==> src/hw/rtl/apcp_pkg.sv <==
// Shared types, character codes and helper functions for the antenna
// pointing command parser. No dependencies.
package apcp_pkg;

    // Frame buffer length and derived widths
    localparam int FRAME_LEN = 8;
    localparam int FILL_W    = $clog2(FRAME_LEN + 1);
    localparam int IDX_W     = $clog2(FRAME_LEN);

    // Queue between front and back
    localparam int QUEUE_DEPTH = 2;
    localparam int QPTR_W      = $clog2(QUEUE_DEPTH);
    localparam int QCNT_W      = $clog2(QUEUE_DEPTH + 1);

    // Command characters
    localparam logic [7:0] CHAR_TOGGLE = 8'h6B;  // 'k'
    localparam logic [7:0] CHAR_STEP   = 8'h6E;  // 'n'
    localparam logic [7:0] CHAR_ZERO   = 8'h30;  // '0'
    localparam logic [7:0] CHAR_NINE   = 8'h39;  // '9'

    // Reset values of the configuration registers
    localparam logic [7:0] BEGIN_RESET = 8'd60;
    localparam logic [7:0] END_RESET   = 8'd62;

    // Limits of a valid frame
    localparam logic [9:0] AZ_MAX  = 10'd360;
    localparam logic [9:0] ALT_MAX = 10'd90;

    // Configuration register indexes
    localparam logic CFG_BEGIN = 1'b0;
    localparam logic CFG_END   = 1'b1;

    typedef enum logic [1:0] {
        PH_WAIT  = 2'd0,
        PH_READ  = 2'd1,
        PH_ERROR = 2'd2
    } t_phase;

    // Classified byte handed from front to back
    typedef struct packed {
        logic [7:0] rx_byte;
        logic       is_toggle;
        logic       is_step;
        logic       is_begin;
        logic       is_end;
    } t_item;

    function automatic logic f_digit_ok(input logic [7:0] c);
        return (c >= CHAR_ZERO) && (c <= CHAR_NINE);
    endfunction

    // Three digit decode: a leading non-digit keeps the old value,
    // later digits are added with 10 bit wrap
    function automatic logic [9:0] f_decode3(input logic [7:0] c0, input logic [7:0] c1,
                                             input logic [7:0] c2, input logic [9:0] old);
        logic [7:0] d0;
        logic [7:0] d1;
        logic [7:0] d2;
        logic [9:0] v;
        d0 = c0 - CHAR_ZERO;
        d1 = c1 - CHAR_ZERO;
        d2 = c2 - CHAR_ZERO;
        v  = old;
        if (f_digit_ok(c0)) begin
            v = 10'(d0[3:0]) * 10'd100;
        end
        if (f_digit_ok(c1)) begin
            v = v + 10'(d1[3:0]) * 10'd10;
        end
        if (f_digit_ok(c2)) begin
            v = v + 10'(d2[3:0]);
        end
        return v;
    endfunction

    function automatic logic [8:0] f_offset(input logic [1:0] dir);
        logic [8:0] off;
        unique case (dir)
            2'd0:    off = 9'd0;
            2'd1:    off = 9'd90;
            2'd2:    off = 9'd180;
            default: off = 9'd270;
        endcase
        return off;
    endfunction

endpackage

==> src/hw/rtl/apcp_front.sv <==
// Front end: holds the begin/end character registers and classifies each
// received byte. Depends on apcp_pkg.
module apcp_front
    import apcp_pkg::*;
(
    input  logic       i_clk,
    input  logic       i_rst_n,
    input  logic       i_cfg_we,
    input  logic       i_cfg_index,
    input  logic [7:0] i_cfg_data,
    input  logic       i_rx_valid,
    input  logic [7:0] i_rx_byte,
    input  logic       i_full,
    output logic       o_rx_stall,
    output logic       o_push,
    output t_item      o_item
);

    logic [7:0] r_begin_char;
    logic [7:0] r_end_char;

    // Write configuration registers
    always_ff @(posedge i_clk) begin
        if (!i_rst_n) begin
            r_begin_char <= BEGIN_RESET;
            r_end_char   <= END_RESET;
        end else if (i_cfg_we) begin
            unique case (i_cfg_index)
                CFG_BEGIN: r_begin_char <= i_cfg_data;
                CFG_END:   r_end_char   <= i_cfg_data;
                default:   ;
            endcase
        end
    end

    // Classify byte; begin wins over end
    always_comb begin
        o_item.rx_byte   = i_rx_byte;
        o_item.is_toggle = (i_rx_byte == CHAR_TOGGLE);
        o_item.is_step   = (i_rx_byte == CHAR_STEP);
        o_item.is_begin  = (i_rx_byte == r_begin_char);
        o_item.is_end    = (i_rx_byte == r_end_char) && (i_rx_byte != r_begin_char);
    end

    // Accept while the queue has room
    assign o_rx_stall = i_full;
    assign o_push     = i_rx_valid && !i_full;

endmodule

==> src/hw/rtl/apcp_queue.sv <==
// Short FIFO of classified bytes between front and back end.
// Depends on apcp_pkg.
module apcp_queue
    import apcp_pkg::*;
(
    input  logic  i_clk,
    input  logic  i_rst_n,
    input  logic  i_push,
    input  t_item i_item,
    input  logic  i_pop,
    output logic  o_full,
    output logic  o_empty,
    output t_item o_item
);

    t_item              r_mem [QUEUE_DEPTH];
    logic [QPTR_W-1:0]  r_wr_ptr;
    logic [QPTR_W-1:0]  r_rd_ptr;
    logic [QCNT_W-1:0]  r_count;

    // Store pushed entry
    always_ff @(posedge i_clk) begin
        if (i_push) begin
            r_mem[r_wr_ptr] <= i_item;
        end
    end

    // Advance pointers and count
    always_ff @(posedge i_clk) begin
        if (!i_rst_n) begin
            r_wr_ptr <= '0;
            r_rd_ptr <= '0;
            r_count  <= '0;
        end else begin
            if (i_push) begin
                r_wr_ptr <= (r_wr_ptr == QPTR_W'(QUEUE_DEPTH - 1)) ? '0 : r_wr_ptr + 1'b1;
            end
            if (i_pop) begin
                r_rd_ptr <= (r_rd_ptr == QPTR_W'(QUEUE_DEPTH - 1)) ? '0 : r_rd_ptr + 1'b1;
            end
            if (i_push && !i_pop) begin
                r_count <= r_count + 1'b1;
            end else if (i_pop && !i_push) begin
                r_count <= r_count - 1'b1;
            end
        end
    end

    assign o_full  = (r_count == QCNT_W'(QUEUE_DEPTH));
    assign o_empty = (r_count == '0);
    assign o_item  = r_mem[r_rd_ptr];

endmodule

==> src/hw/rtl/apcp_back.sv <==
// Back end: mode, direction and frame state, frame buffer, decode and the
// result register. Depends on apcp_pkg.
module apcp_back
    import apcp_pkg::*;
(
    input  logic              i_clk,
    input  logic              i_rst_n,
    input  logic              i_empty,
    input  t_item             i_item,
    input  logic              i_res_stall,
    output logic              o_pop,
    output logic              o_res_valid,
    output logic [7:0]        o_echo_byte,
    output logic              o_calibration_mode,
    output logic [1:0]        o_facing,
    output logic [1:0]        o_frame_status,
    output logic              o_servo_update,
    output logic signed [9:0] o_servo_azimuth,
    output logic [6:0]        o_servo_altitude
);

    logic              r_mode;
    t_phase            r_phase;
    logic [FILL_W-1:0] r_fill;
    logic [7:0]        r_buf [FRAME_LEN];
    logic [1:0]        r_dir;
    logic [9:0]        r_az;
    logic [9:0]        r_alt;
    logic              r_valid;

    logic              n_mode;
    t_phase            n_phase;
    logic [FILL_W-1:0] n_fill;
    logic [1:0]        n_dir;
    logic [9:0]        n_az;
    logic [9:0]        n_alt;
    logic              n_store;
    logic              n_update;
    logic [9:0]        n_saz;
    logic [6:0]        n_salt;
    logic              dec_ok;

    // Take the next transaction when the result register frees up
    assign o_pop = !i_empty && (!r_valid || !i_res_stall);

    // Next state for one byte
    always_comb begin
        n_mode   = r_mode ^ i_item.is_toggle;
        n_dir    = r_dir;
        n_phase  = r_phase;
        n_fill   = r_fill;
        n_az     = r_az;
        n_alt    = r_alt;
        n_store  = 1'b0;
        n_update = 1'b0;
        n_saz    = '0;
        n_salt   = '0;
        dec_ok   = f_digit_ok(r_buf[0]) && f_digit_ok(r_buf[1]) && f_digit_ok(r_buf[2])
                && f_digit_ok(r_buf[4]) && f_digit_ok(r_buf[5]) && f_digit_ok(r_buf[6]);

        if (!i_item.is_toggle && i_item.is_step && r_mode) begin
            n_dir = r_dir + 2'd1;
        end

        if (!n_mode) begin
            priority if (i_item.is_begin) begin
                n_fill  = '0;
                n_phase = PH_READ;
            end else if (i_item.is_end) begin
                n_az  = f_decode3(r_buf[0], r_buf[1], r_buf[2], r_az);
                n_alt = f_decode3(r_buf[4], r_buf[5], r_buf[6], r_alt);
                if (r_phase != PH_ERROR && dec_ok && n_az <= AZ_MAX && n_alt <= ALT_MAX) begin
                    n_update = 1'b1;
                    n_saz    = n_az - 10'(f_offset(r_dir));
                    n_salt   = n_alt[6:0];
                    n_phase  = PH_WAIT;
                end else begin
                    n_phase = PH_ERROR;
                end
            end else if (r_phase == PH_READ && r_fill < FILL_W'(FRAME_LEN)) begin
                n_store = 1'b1;
                n_fill  = r_fill + 1'b1;
            end
        end
    end

    // Update state and result register
    always_ff @(posedge i_clk) begin
        if (!i_rst_n) begin
            r_mode  <= 1'b0;
            r_phase <= PH_WAIT;
            r_fill  <= '0;
            r_dir   <= 2'd0;
            r_az    <= '0;
            r_alt   <= '0;
            r_valid <= 1'b0;
            for (int k = 0; k < FRAME_LEN; k++) begin
                r_buf[k] <= '0;
            end
        end else begin
            if (o_pop) begin
                r_mode  <= n_mode;
                r_phase <= n_phase;
                r_fill  <= n_fill;
                r_dir   <= n_dir;
                r_az    <= n_az;
                r_alt   <= n_alt;
                if (n_store) begin
                    r_buf[r_fill[IDX_W-1:0]] <= i_item.rx_byte;
                end
            end
            if (o_pop) begin
                r_valid <= 1'b1;
            end else if (!i_res_stall) begin
                r_valid <= 1'b0;
            end
        end
    end

    // Result payload, loaded with each popped transaction
    always_ff @(posedge i_clk) begin
        if (o_pop) begin
            o_echo_byte        <= i_item.rx_byte;
            o_calibration_mode <= n_mode;
            o_facing           <= n_dir;
            o_frame_status     <= n_phase;
            o_servo_update     <= n_update;
            o_servo_azimuth    <= n_saz;
            o_servo_altitude   <= n_salt;
        end
    end

    assign o_res_valid = r_valid;

endmodule

==> src/hw/rtl/antenna_pointing_command_parser_core.sv <==
// Top level of the antenna pointing command parser: front end, queue and
// back end. Depends on apcp_pkg, apcp_front, apcp_queue and apcp_back.
//
// One received byte per clock is accepted while the queue has room, and each
// is answered by exactly one result (the echoed byte plus mode, facing, frame
// status and servo angles). A byte passes through the queue into the result
// register: the front end classifies it against the begin and end characters
// into a two-entry queue, and the back end pops it once the result register is
// free, updating all parser state and decoding the frame for each byte, so
// throughput is one byte per cycle while the output does not stall. The input
// stalls only when the queue is full, which happens with a byte arriving every
// cycle under a sustained output stall. Configuration writes take effect at the
// next edge and must be done while no transaction is in flight.
module antenna_pointing_command_parser_core
    import apcp_pkg::*;
(
    input  logic              i_clk,
    input  logic              i_rst_n,
    input  logic              i_cfg_we,
    input  logic              i_cfg_index,
    input  logic [7:0]        i_cfg_data,
    input  logic              i_rx_valid,
    input  logic [7:0]        i_rx_byte,
    output logic              o_rx_stall,
    output logic              o_res_valid,
    input  logic              i_res_stall,
    output logic [7:0]        o_echo_byte,
    output logic              o_calibration_mode,
    output logic [1:0]        o_facing,
    output logic [1:0]        o_frame_status,
    output logic              o_servo_update,
    output logic signed [9:0] o_servo_azimuth,
    output logic [6:0]        o_servo_altitude
);

    t_item push_item;
    t_item pop_item;
    logic  push;
    logic  pop;
    logic  full;
    logic  empty;

    apcp_front u_front (
        .i_clk       (i_clk),
        .i_rst_n     (i_rst_n),
        .i_cfg_we    (i_cfg_we),
        .i_cfg_index (i_cfg_index),
        .i_cfg_data  (i_cfg_data),
        .i_rx_valid  (i_rx_valid),
        .i_rx_byte   (i_rx_byte),
        .i_full      (full),
        .o_rx_stall  (o_rx_stall),
        .o_push      (push),
        .o_item      (push_item)
    );

    apcp_queue u_queue (
        .i_clk   (i_clk),
        .i_rst_n (i_rst_n),
        .i_push  (push),
        .i_item  (push_item),
        .i_pop   (pop),
        .o_full  (full),
        .o_empty (empty),
        .o_item  (pop_item)
    );

    apcp_back u_back (
        .i_clk              (i_clk),
        .i_rst_n            (i_rst_n),
        .i_empty            (empty),
        .i_item             (pop_item),
        .i_res_stall        (i_res_stall),
        .o_pop              (pop),
        .o_res_valid        (o_res_valid),
        .o_echo_byte        (o_echo_byte),
        .o_calibration_mode (o_calibration_mode),
        .o_facing           (o_facing),
        .o_frame_status     (o_frame_status),
        .o_servo_update     (o_servo_update),
        .o_servo_azimuth    (o_servo_azimuth),
        .o_servo_altitude   (o_servo_altitude)
    );

    // A servo update always returns the frame to waiting
    a_update_waits : assert property (@(posedge i_clk) disable iff (!i_rst_n)
        o_res_valid && o_servo_update |-> o_frame_status == PH_WAIT)
        else $error("servo update without return to waiting");

    // Angles are zero without an update
    a_angles_zero : assert property (@(posedge i_clk) disable iff (!i_rst_n)
        o_res_valid && !o_servo_update |-> o_servo_azimuth == '0 && o_servo_altitude == '0)
        else $error("servo angles nonzero without update");

    // No frame decode while calibrating
    a_no_update_calib : assert property (@(posedge i_clk) disable iff (!i_rst_n)
        o_res_valid && o_calibration_mode |-> !o_servo_update)
        else $error("servo update in calibration mode");

    // Updated altitude stays in range
    a_alt_range : assert property (@(posedge i_clk) disable iff (!i_rst_n)
        o_res_valid && o_servo_update |-> o_servo_altitude <= 7'd90)
        else $error("servo altitude out of range");

endmodule
==> config.mk <==
export PLATFORM = sky130hd
export DESIGN_NAME = antenna_pointing_command_parser_core
export DESIGN_NICKNAME = d
export VERILOG_FILES = /design/src/hw/rtl/apcp_pkg.sv /design/src/hw/rtl/apcp_front.sv /design/src/hw/rtl/apcp_queue.sv /design/src/hw/rtl/apcp_back.sv /design/src/hw/rtl/antenna_pointing_command_parser_core.sv
export SDC_FILE = /design/constraint.sdc
export NUM_CORES = 1
export LEC_CHECK = 0
export BUFFER_PORTS_ARGS = -buffer_cell sky130_fd_sc_hd__buf_2
export CAP_MARGIN = 20
export CORE_ASPECT_RATIO = 0.7
export CORE_MARGIN = 2
export CORE_UTILIZATION = 59
export CTS_CLUSTER_SIZE = 40
export DETAILED_ROUTE_END_ITERATION = 12
export PLACE_DENSITY_LB_ADDON = 0.25
export SLEW_MARGIN = 20
export SYNTH_ARGS = -nofsm -noshare
export SYNTH_HDL_FRONTEND = slang
export SYNTH_SLANG_ARGS = --single-unit
==> constraint.sdc <==
create_clock -name i_clk -period 11.8 [get_ports i_clk]
set_input_delay 2.36 -clock i_clk [delete_from_list [all_inputs] [get_ports i_clk]]
set_output_delay 2.36 -clock i_clk [all_outputs]
set_load 0.03 [all_outputs]
# Word-level counts from Yosys, hierarchy flattened
# Memories as Yosys holds them, arrays and structs flattened. A register that Yosys moved wholly into a read port is not among the register bits.
# Cells that the tools add are included.
[word_totals]
n_memories = 2
mem_bits_rw = 88
output_inout_bits = 33
elab_cells = 176
inputBits = 22
reg_bits = 81
[mem_list]
columns = ["memory", "depth", "width", "read_ports", "rd_ports_with_merged_regs", "write_ports", "line", "rtl"]
rows = [
  ["u_back.r_buf", 8, 8, 6, 0, 8, "apcp_back.sv:25", "logic [7:0] r_buf [FRAME_LEN];"],
  ["u_queue.r_mem", 2, 12, 1, 1, 1, "apcp_queue.sv:16", "t_item r_mem [QUEUE_DEPTH];"],
]
[op_classes]
bitwise_logic = 6
mul = 4
n_mux = 60
eq_ne = 12
n_lt_le_gt_ge = 15
add_sub_neg = 17
n_reduce_logical = 41
[op_table]
columns = ["op", "n"]
rows = [
  ["10-bit two-way mux", 24],
  ["8-bit by 6-bit greater-or-equal comparator with 1-bit output (second input constant)", 6],
  ["8-bit by 6-bit <= comparator with 1-bit output (second input constant)", 6],
  ["9-bit two-way mux", 4],
  ["9-bit one-hot mux with 3 select lines", 1],
  ["4-bit by 1-bit subtractor with 4-bit output (second input constant)", 6],
  ["1-bit logical AND", 22],
  ["10-bit by 4-bit adder with 10-bit output", 2],
  ["10-bit by 8-bit adder with 10-bit output", 2],
  ["1-bit two-way mux", 19],
  ["8-bit by 7-bit == test with 1-bit output (second input constant)", 2],
  ["8-bit == test", 2],
  ["4-bit by 5-bit multiplier with 8-bit output (second input constant)", 2],
  ["4-bit by 3-bit multiplier with 7-bit output (second input constant)", 2],
  ["2-bit two-way mux", 7],
  ["4-bit two-way mux", 3],
  ["10-bit by 7-bit <= comparator with 1-bit output (second input constant)", 1],
  ["10-bit by 9-bit <= comparator with 1-bit output (second input constant)", 1],
  ["10-bit by 9-bit subtractor with 10-bit output", 1],
  ["8-bit two-way mux", 1],
  ["8-bit != test", 1],
  ["4-bit AND reduction", 2],
  ["8-bit OR reduction", 1],
  ["1-bit zero test", 7],
  ["other kinds (18)", 30],
]

# Longest topological paths before layout
# Gate-level depths: netlist (run 1).
# An unclocked memory read counts as a cell.
[depth]
ltp_word = 25
ltp_mapped = 28
ltp_nobuf = 28

# Cells and area by module
# From an unflattened synthesis (run 1), not the netlist that was laid out.
[unflattened]
hier_cells = 929
hier_area_um2 = 9547.9
[by_module_without_submodules]
columns = ["module", "cells_each", "area_each_um2", "instances"]
rows = [
  ["apcp_back", 762, 7586.0, 1],
  ["apcp_queue", 59, 1079.8, 1],
  ["apcp_front", 108, 882.1, 1],
]

# Worst setup path before layout (run 1)
# Ideal clock, no wire load.
[synth_timing]
path_kind = "reg2reg"
startpoint = "mem u_back.r_buf[0][2]"
endpoint = "reg u_back.o_servo_azimuth[9] (data pin)"
required_ns = 11.542
stages_incl_launch_ff = 27
synth_period_minus_slack_ns = 5.067
slack_ns = 6.733
t_arrival_ns = 4.809
setup_time_ns = 0.258
n_path_buf = 0
cell_sequence = "edfxtp_1 inv_1 ha_1 nor2b_1 o21ai_1 nand2_1 and2_1 ha_1 inv_1 fa_1 xnor2_1 nor2_1 a31oi_1 ha_1 nand2_1 o21ai_0 o21ai_0 o21ba_2 xnor2_1 a21o_1 ha_1 a21o_1 a21o_1 a21o_1 a21oi_1 xnor2_1 nor2_4"
[synth_rtl]
columns = ["item", "line", "rtl"]
rows = [
  ["start: declaration", "apcp_back.sv:25", ""],
  ["end signal: assignment", "apcp_back.sv:128", "o_servo_azimuth <= n_saz;"],
  ["end: declaration", "apcp_back.sv:18", "output logic signed [9:0] o_servo_azimuth,"],
]

==> metrics.log, run 1 <==
INFO  metric boundaryPins = 55
INFO  metric post_drt_wl_per_cell = 18.0 um
INFO  metric synthMostInstantiatedCell = edfxtp_1
INFO  metric status = complete, no violations
INFO  metric cts_max_level = 4
INFO  metric yosys-top-cells-area = edfxtp_1, dfxtp_1, ha_1
INFO  metric place_hpwl = 15.5 mm
INFO  metric cellLeakagePower = 4.13 nW
INFO  metric critPathCaptureType = register
INFO  metric drt-initial-drc-count = 604
INFO  metric tritoncts_num_sinks = 154
INFO  metric grt_max_degree = 41
INFO  metric cts_tree = built
INFO  metric maxCapViolCount = 0
INFO  metric ys_async_sr_fraction = 0%
INFO  metric hold_path.startpoint = u_back.r_az[0]
INFO  metric grt_setup_unrepaired = no
INFO  metric setup_tns = 0 ns
INFO  metric worstSkewPairLatency = 0.43 ns
INFO  metric grt_pass1_vias = 6384
INFO  metric dieArea = 0.0164 sq mm
INFO  metric instances_no_fill = 1166
INFO  metric root_buffer = clkbuf_16
INFO  metric hold_depth = 2
INFO  metric cp_data_arrival_time = 6.44 ns
INFO  metric synth_warnings = 0
INFO  metric ctsLongestPathBuffers = 2
INFO  metric input_output_buffers = 54
INFO  metric max_slew_margin = 28.7%
INFO  metric highest_layer = met4
INFO  metric adder_and_majority_cell_fraction_of_the_synthesized_area = 11.5%
INFO  metric max_clock_freq = 0.162 GHz
INFO  metric criticalPathCategory = reg -> reg
INFO  metric ys.flop_type = edfxtp_1
INFO  metric worst-path-max-fanout = 18
INFO  metric routabilityCongestion = 0.943
INFO  metric synth_common_cells = edfxtp_1, nand2_1, nor2_1
INFO  metric insertedDiodeCount = 0
INFO  metric wirelength = 21.0 mm
INFO  metric finalMaxSlewViolations = 0
INFO  metric grt_overflow = 0
INFO  metric routed-via-count = 6888
INFO  metric cts_inserted_buffers = 17
INFO  metric placedCellCount = 1133
INFO  metric core = 0.0149 sq mm
INFO  metric worst_slew_pin_slew = 1.07 ns
INFO  metric max-vdd-ir-drop = 0.000126 V
INFO  metric synth_compound_area_share = 13.2%
INFO  metric post_synth_and_or_nand_nor_area_fraction = 17.3%
INFO  metric std_cell_rows = 37
INFO  metric die_width = 152 um
INFO  metric drc = 0
INFO  metric yosysTopAreaCell = edfxtp_1
INFO  metric yosys_top_cell_area_share = 34.2%
INFO  metric cts-resized-gates = 0
INFO  metric initial_antenna_violation_count = 0
INFO  metric route.layer.met1.wl = 10.4 mm
INFO  metric synthToLayoutAreaGrowth = 11.0%
INFO  metric drive_above_1_share = 11.8%
INFO  metric timing.final.hold_violations = 0
INFO  metric power.density = 165 mW/mm^2
INFO  metric detail_route.first_pass.iterations = 5
INFO  metric number_of_flops_mapped_to_enable_cells_by_yosys = 103
INFO  metric clk_pin_slew = 0.07 ns
INFO  metric ys_seq_area_share = 45.5%
INFO  metric track_usage = 26.6%
INFO  metric number_of_buffers_added_for_setup_after_cts = 0
INFO  metric postSynthCellCount = 910
INFO  metric post_drt_via_cell_ratio = 5.91
INFO  metric synth_cell_type_count = 66
INFO  metric finalClockSkew = 0.0154 ns
INFO  metric synth-xor-area-share = 5.62%
INFO  metric fin_nets = 1058
INFO  metric reg2regPathDepth = 21
INFO  metric grt_first_pass_wirelength = 33.8 mm
INFO  metric cts_hold_bufs = 0
INFO  metric start_kind = register
INFO  metric ys_seq_elements = 154
INFO  metric floorplan.initialDensity = 60.9%
INFO  metric detailroute.wirelength.met2 = 8.56 mm
INFO  metric final_setup_violating_endpoints = 0
INFO  metric synth.cell_area = 0.00904 sq mm
INFO  metric drtAntennaViolNets = 0
INFO  metric finalCriticalPeriod = 6.17 ns
INFO  metric synth_top_family_by_area = simple AND/OR/NAND/NOR gates
INFO  metric rr_startpoint = u_back.r_buf[4][2]
INFO  metric route.met3.wl = 1.81 mm
INFO  metric hold_path_class = reg -> reg
INFO  metric finalCritPeriodShare = 52.3%
INFO  metric required = 12.07 ns
INFO  metric muxShareOfSynthArea = 2.82%
INFO  metric post_syn_nets = 1010
INFO  metric synth.avg_cell_area = 9.94 sq um
INFO  metric die_h = 108 um
INFO  metric critical_path_startpoint = u_back.r_buf[4][2]
==> worst paths after layout <==
kind / slack [ns] / to
max: 5.63 / u_back.o_servo_azimuth[3]
min reg2reg: 0.47 / u_back.r_az[0]
min: 0.47 / u_back.r_az[0]
max reg2reg: 5.63 / u_back.o_servo_azimuth[3]
==> layout make-up <==
type	count	area [sq um]
Inverter	65	244
Clock buffer	19	464
Clock inverter	13	116
Sequential cell	154	4110
Timing Repair Buffer	57	293
Multi-Input combinational cell	663	4560
Tap cell	195	244
Fill cell	1138	4820
==> per-layer routing <==
metal  global-route usage [%]  vias to the layer above
met5                        0                        -
met2                     37.5                      295
met1                     40.6                     3248
met3                     6.64                       27
li1                         -                     3318
met4                     7.14                        0
==> critical path, stage by stage, from the launching register on <==
cell and delay (ns):
edfxtp_1 0.45, inv_1 0.14, ha_1 0.22, nor2b_1 0.14
o21ai_1 0.42, nand2_1 0.20, and2_1 0.22, ha_1 0.25
inv_1 0.10, fa_1 0.43, and2_1 0.15, a31oi_1 0.27
ha_1 0.27, nand3_1 0.11, a21oi_1 0.33, a21boi_0 0.15
o21ai_0 0.34, o311ai_0 0.21, a31oi_1 0.34, o2111ai_1 0.21
or3_1 0.78, nor3_2 0.30
==> registers in the layout, summed over array words and instances (netlist names), 4 cells and up, named ones only <==
register	count
u_back.r_fill	4
u_front.r_end_char	8
u_back.o_echo_byte	8
u_back.o_servo_azimuth	10
u_back.o_servo_altitude	7
u_queue.r_mem	24
u_back.r_az	10
u_front.r_begin_char	8
u_back.r_buf	48
u_back.r_alt	10
==> cell usage in the layout (no fill, tap or decap), drive strengths merged, types with 18 or more instances in the layout <==
cell	instances
inv	77
ha	69
clkbuf	19
dfxtp	51
edfxtp	103
o21ai	54
a21boi	18
mux2i	21
buf	57
nor2	98
xnor2	43
a21oi	36
nand3	27
nand2	89
==> where the power goes <==
part	total [mW]	internal, mW	switching [mW]
Clock	0.537	0.297	0.240
Sequential	0.711	0.670	0.0411
Combinational	0.404	0.119	0.285
Total	1.65	1.09	0.566
==> through the flow <==
| stage | util (%) | total power, mW | hold slack (ns) | area, sq um | worst slack, ns |
|---|---|---|---|---|---|
| CTS | 67.5 | 1.66 | 0.471 | 10000 | 5.75 |
| global route | 67.5 | 1.72 | 0.497 | 10000 | 5.27 |
| finish | 67.5 | 1.65 | 0.466 | 10000 | 5.63 |
| detailed placement | 63.6 | 1.12 | 0.455 | 9450 | 5.82 |
| floorplan | - | 0.995 | 0.419 | 9040 | 6.73 |
| global placement | 63.6 | 1.12 | 0.434 | 9450 | 5.98 |
==> cell families after synthesis <==
logic type,count (synthesis)
mux,25
flops,154
fa+ha+maj,78
buf+inv,93
simple gates,319
xor+xnor,58
compound gates,183
No activity file was read; power rests on OpenSTA's default activity.
==> run 2: changes to the inputs <==
==> constraint.sdc (replaced) <==
create_clock -name i_clk -period 6.4 [get_ports i_clk]
set_input_delay 1.28 -clock i_clk [delete_from_list [all_inputs] [get_ports i_clk]]
set_output_delay 1.28 -clock i_clk [all_outputs]
set_load 0.03 [all_outputs]
==> run 2 against run 1 <==
First-iteration DRC count increased by 20%. Non-clock buffer count increased by 3. Worst hold slack got worse by 0.0029 ns. Wire length increased by 2.4%. Global-route usage increased by 0.28 points. Sequential power increased by 84%. Die area unchanged. Via count increased by 0.97%. Clock skew decreased by 0.0052 ns. Critical path type unchanged. Largest cell class unchanged. Largest power group unchanged.
==> metrics.log, run 2 (synthesized netlist as in run 1, its figures left out) <==
INFO  metric postLayoutSetupSlackWorst = 0.615 ns (-5.01 ns)
INFO  metric dp_slack = 0.857 ns (-4.96 ns)
INFO  metric grt_setup_unrepaired = no
INFO  metric max-vdd-ir-drop = 0.000220 V (+75%)
INFO  metric pwr-share-comb = 24.3% (-0.2 points)
INFO  metric cp_num_cells = 26 (+24%)
INFO  metric hold_path_class = reg -> reg
INFO  metric max_clock_freq = 0.173 GHz (+6.7%)
INFO  metric worst_slew_pin_slew = 1.05 ns (-0.0228 ns)
INFO  metric criticalPathCategory = reg -> reg
INFO  metric post_drt_wl_per_cell = 18.4 um (+2.2%)
INFO  metric core = 0.0149 sq mm (unchanged)
INFO  metric power.share.clock = 33.1% (+0.6 points)
INFO  metric drtAntennaViolNets = 0 (unchanged)
INFO  metric input_output_buffers = 54 (unchanged)
INFO  metric layout.cells.most_common = edfxtp_1
INFO  metric number_of_buffers_added_for_setup_after_cts = 0 (unchanged)
INFO  metric timing.hold.ws = 0.463 ns (-0.00287 ns)
INFO  metric start_kind = register
INFO  metric die_width = 152 um (unchanged)
INFO  metric switching_power_share_of_the_total = 34.4% (+0.076 points)
INFO  metric insertedDiodeCount = 0 (unchanged)
INFO  metric place_hpwl = 15.8 mm (+2.4%)
INFO  metric grt_max_degree = 41 (unchanged)
INFO  metric switching_power = 1.06 mW (+87%)
INFO  metric initial_antenna_violation_count = 0 (unchanged)
INFO  metric total_power = 3.09 mW (+87%)
INFO  metric drive_above_1_share = 12.3% (+0.48 points)
INFO  metric grt_pass1_vias = 6566 (+2.9%)
INFO  metric maxCapViolCount = 0 (unchanged)
INFO  metric cts-resized-gates = 0 (unchanged)
INFO  metric seqPwrFrac = 42.6% (-0.4 points)
INFO  metric wirelength = 21.5 mm (+2.4%)
INFO  metric finalCriticalPeriod = 5.78 ns (-0.387 ns)
INFO  metric cts_tree = built
INFO  metric ctsLongestPathBuffers = 2 (unchanged)
INFO  metric cp_num_buf_inv = 2 (unchanged)
INFO  metric setup_tns = 0 ns (unchanged)
INFO  metric track_usage = 26.9% (+0.28 points)
INFO  metric instances_no_fill = 1169 (+0.26%)
INFO  metric finalCritPeriodShare = 90.4% (+38 points)
INFO  metric cts_hold_bufs = 0 (unchanged)
INFO  metric reg2regPathDepth = 26 (+24%)
INFO  metric worstSkewPairLatency = 0.42 ns (about the same)
INFO  metric largest_registers_ranked_by_flip_flop_count = u_back.r_buf (48), u_queue.r_mem (24)
INFO  metric worst-path-max-fanout = 7 (-11)
INFO  metric max_slew_margin = 28.2% (-0.48 points)
INFO  metric final_setup_violating_endpoints = 0 (unchanged)
INFO  metric die_h = 108 um (unchanged)
INFO  metric placedCellCount = 1137 (+0.35%)
INFO  metric std_cell_rows = 37 (unchanged)
INFO  metric top_library_cells_by_usage_in_the_layout_fill_and_taps_aside = edfxtp_1, nand2_1, nor2_1, ha_1, inv_1
INFO  metric critPathCaptureType = register
INFO  metric clk_pin_slew = 0.07 ns (about the same)
INFO  metric cell_internal_pwr = 2.03 mW (+87%)
INFO  metric cts_inserted_buffers = 17 (unchanged)
INFO  metric detail_route.first_pass.iterations = 6 (+1)
INFO  metric routed-via-count = 6955 (+0.97%)
INFO  metric grt_overflow = 0 (unchanged)
INFO  metric largest-register = u_back.r_buf
INFO  metric drc = 0 (unchanged)
INFO  metric timing.critical_path.max_delay_family = compound AO/OA/AOI/OAI gates
INFO  metric status = complete, no violations
INFO  metric fin_nets = 1061 (+0.28%)
INFO  metric dieArea = 0.0164 sq mm (unchanged)
INFO  metric hold_depth = 2 (unchanged)
INFO  metric floorplan.initialDensity = 60.9% (unchanged)
INFO  metric boundaryPins = 55 (unchanged)
INFO  metric max_stage_delay = 0.45 ns (-0.33 ns)
INFO  metric finalMaxSlewViolations = 0 (unchanged)
INFO  metric post_drt_via_cell_ratio = 5.95 (+0.71%)
INFO  metric power.density = 306 mW/mm^2 (+86%)
INFO  metric cellLeakagePower = 4.15 nW (+0.50%)
INFO  metric required = 6.58 ns (-5.49 ns)
INFO  metric grt_first_pass_wirelength = 34.3 mm (+1.4%)
INFO  metric tritoncts_num_sinks = 154 (unchanged)
INFO  metric timing.final.hold_violations = 0 (unchanged)
INFO  metric cts_max_level = 4 (unchanged)
INFO  metric finalClockSkew = 0.0102 ns (-0.00519 ns)
INFO  metric largest_register_ffs = 48 (unchanged)
INFO  metric worst_path_max_delay_cell = o21ai_0
INFO  metric cp_data_arrival_time = 5.96 ns (-0.48 ns)
INFO  metric drt-initial-drc-count = 726 (+20%)
INFO  metric routabilityCongestion = 0.954 (+1.1%)
INFO  metric root_buffer = clkbuf_16
INFO  metric synthToLayoutAreaGrowth = 11.5%
[run 2: changes by cell type in the layout (fill, tap and decap cells not counted)]
| cell | change |
|---|---|
| clkbuf_16 | +1 |
| nor2_1 | -1 |
| inv_6 | -2 |
| clkinv_2 | +1 |
| inv_8 | +1 |
| inv_1 | -1 |
| inv_4 | -1 |
| buf_4 | +3 |
| nor2_2 | +1 |
| clkinv_4 | +1 |
[run 2: power by group through the flow]
stage / Combinational, mW / Sequential (mW) / Clock (mW)
after floorplan: 0.378 / 1.46 / 0
after global placement: 0.733 / 1.33 / 0
after detailed placement: 0.742 / 1.33 / 0
after CTS: 0.746 / 1.32 / 1.03
after global routing: 0.807 / 1.33 / 1.07
final: 0.750 / 1.31 / 1.02
[run 2: cell type report]
cell class              instances  area (sq um)
clock buffers                  20           489
clock inverters                12           114
fillers                      1123          4780
inverters                      65           244
multi-input cells             663          4560
flip-flops and latches        154          4110
well taps                     195           244
repair buffers                 60           315
[run 2: layer usage]
layer  wire length [um]  vias to the layer above  GRT usage [%]
met5                  0                        -              0
met1              10300                     3303           40.9
met3               2050                       17           7.45
met2               9020                      308           38.7
met4                146                        0           4.74
li1                   -                     3327              -
[run 2: final timing paths]
check / from / endpoint / slack, ns
setup / recovery: u_back.r_buf[0][2] / u_back.o_servo_azimuth[9] / 0.62
hold / removal: u_back.r_az[2] / u_back.r_az[2] / 0.46
setup reg to reg: u_back.r_buf[0][2] / u_back.o_servo_azimuth[9] / 0.62
hold reg to reg: u_back.r_az[2] / u_back.r_az[2] / 0.46
[run 2: stage by stage]
| stage | instance area [sq um] | util, % |
|---|---|---|
| floorplan | 9040 | - |
| global placement | 9480 | 63.8 |
| detailed placement | 9480 | 63.8 |
| CTS | 10100 | 67.8 |
| global route | 10100 | 67.9 |
| finish | 10100 | 67.9 |
[run 2: worst register-to-register path: cells and delay by family (launching register included)]
| kind | cells | cell delay (ns) |
|---|---|---|
| AOI/OAI and AO/OA | 10 | 2.18 |
| and+or+nand+nor | 6 | 0.67 |
| xor gates and xnor gates | 3 | 0.57 |
| buffers and inverters | 2 | 0.23 |
| adders and majority gates | 5 | 1.47 |
| DFF | 1 | 0.44 |
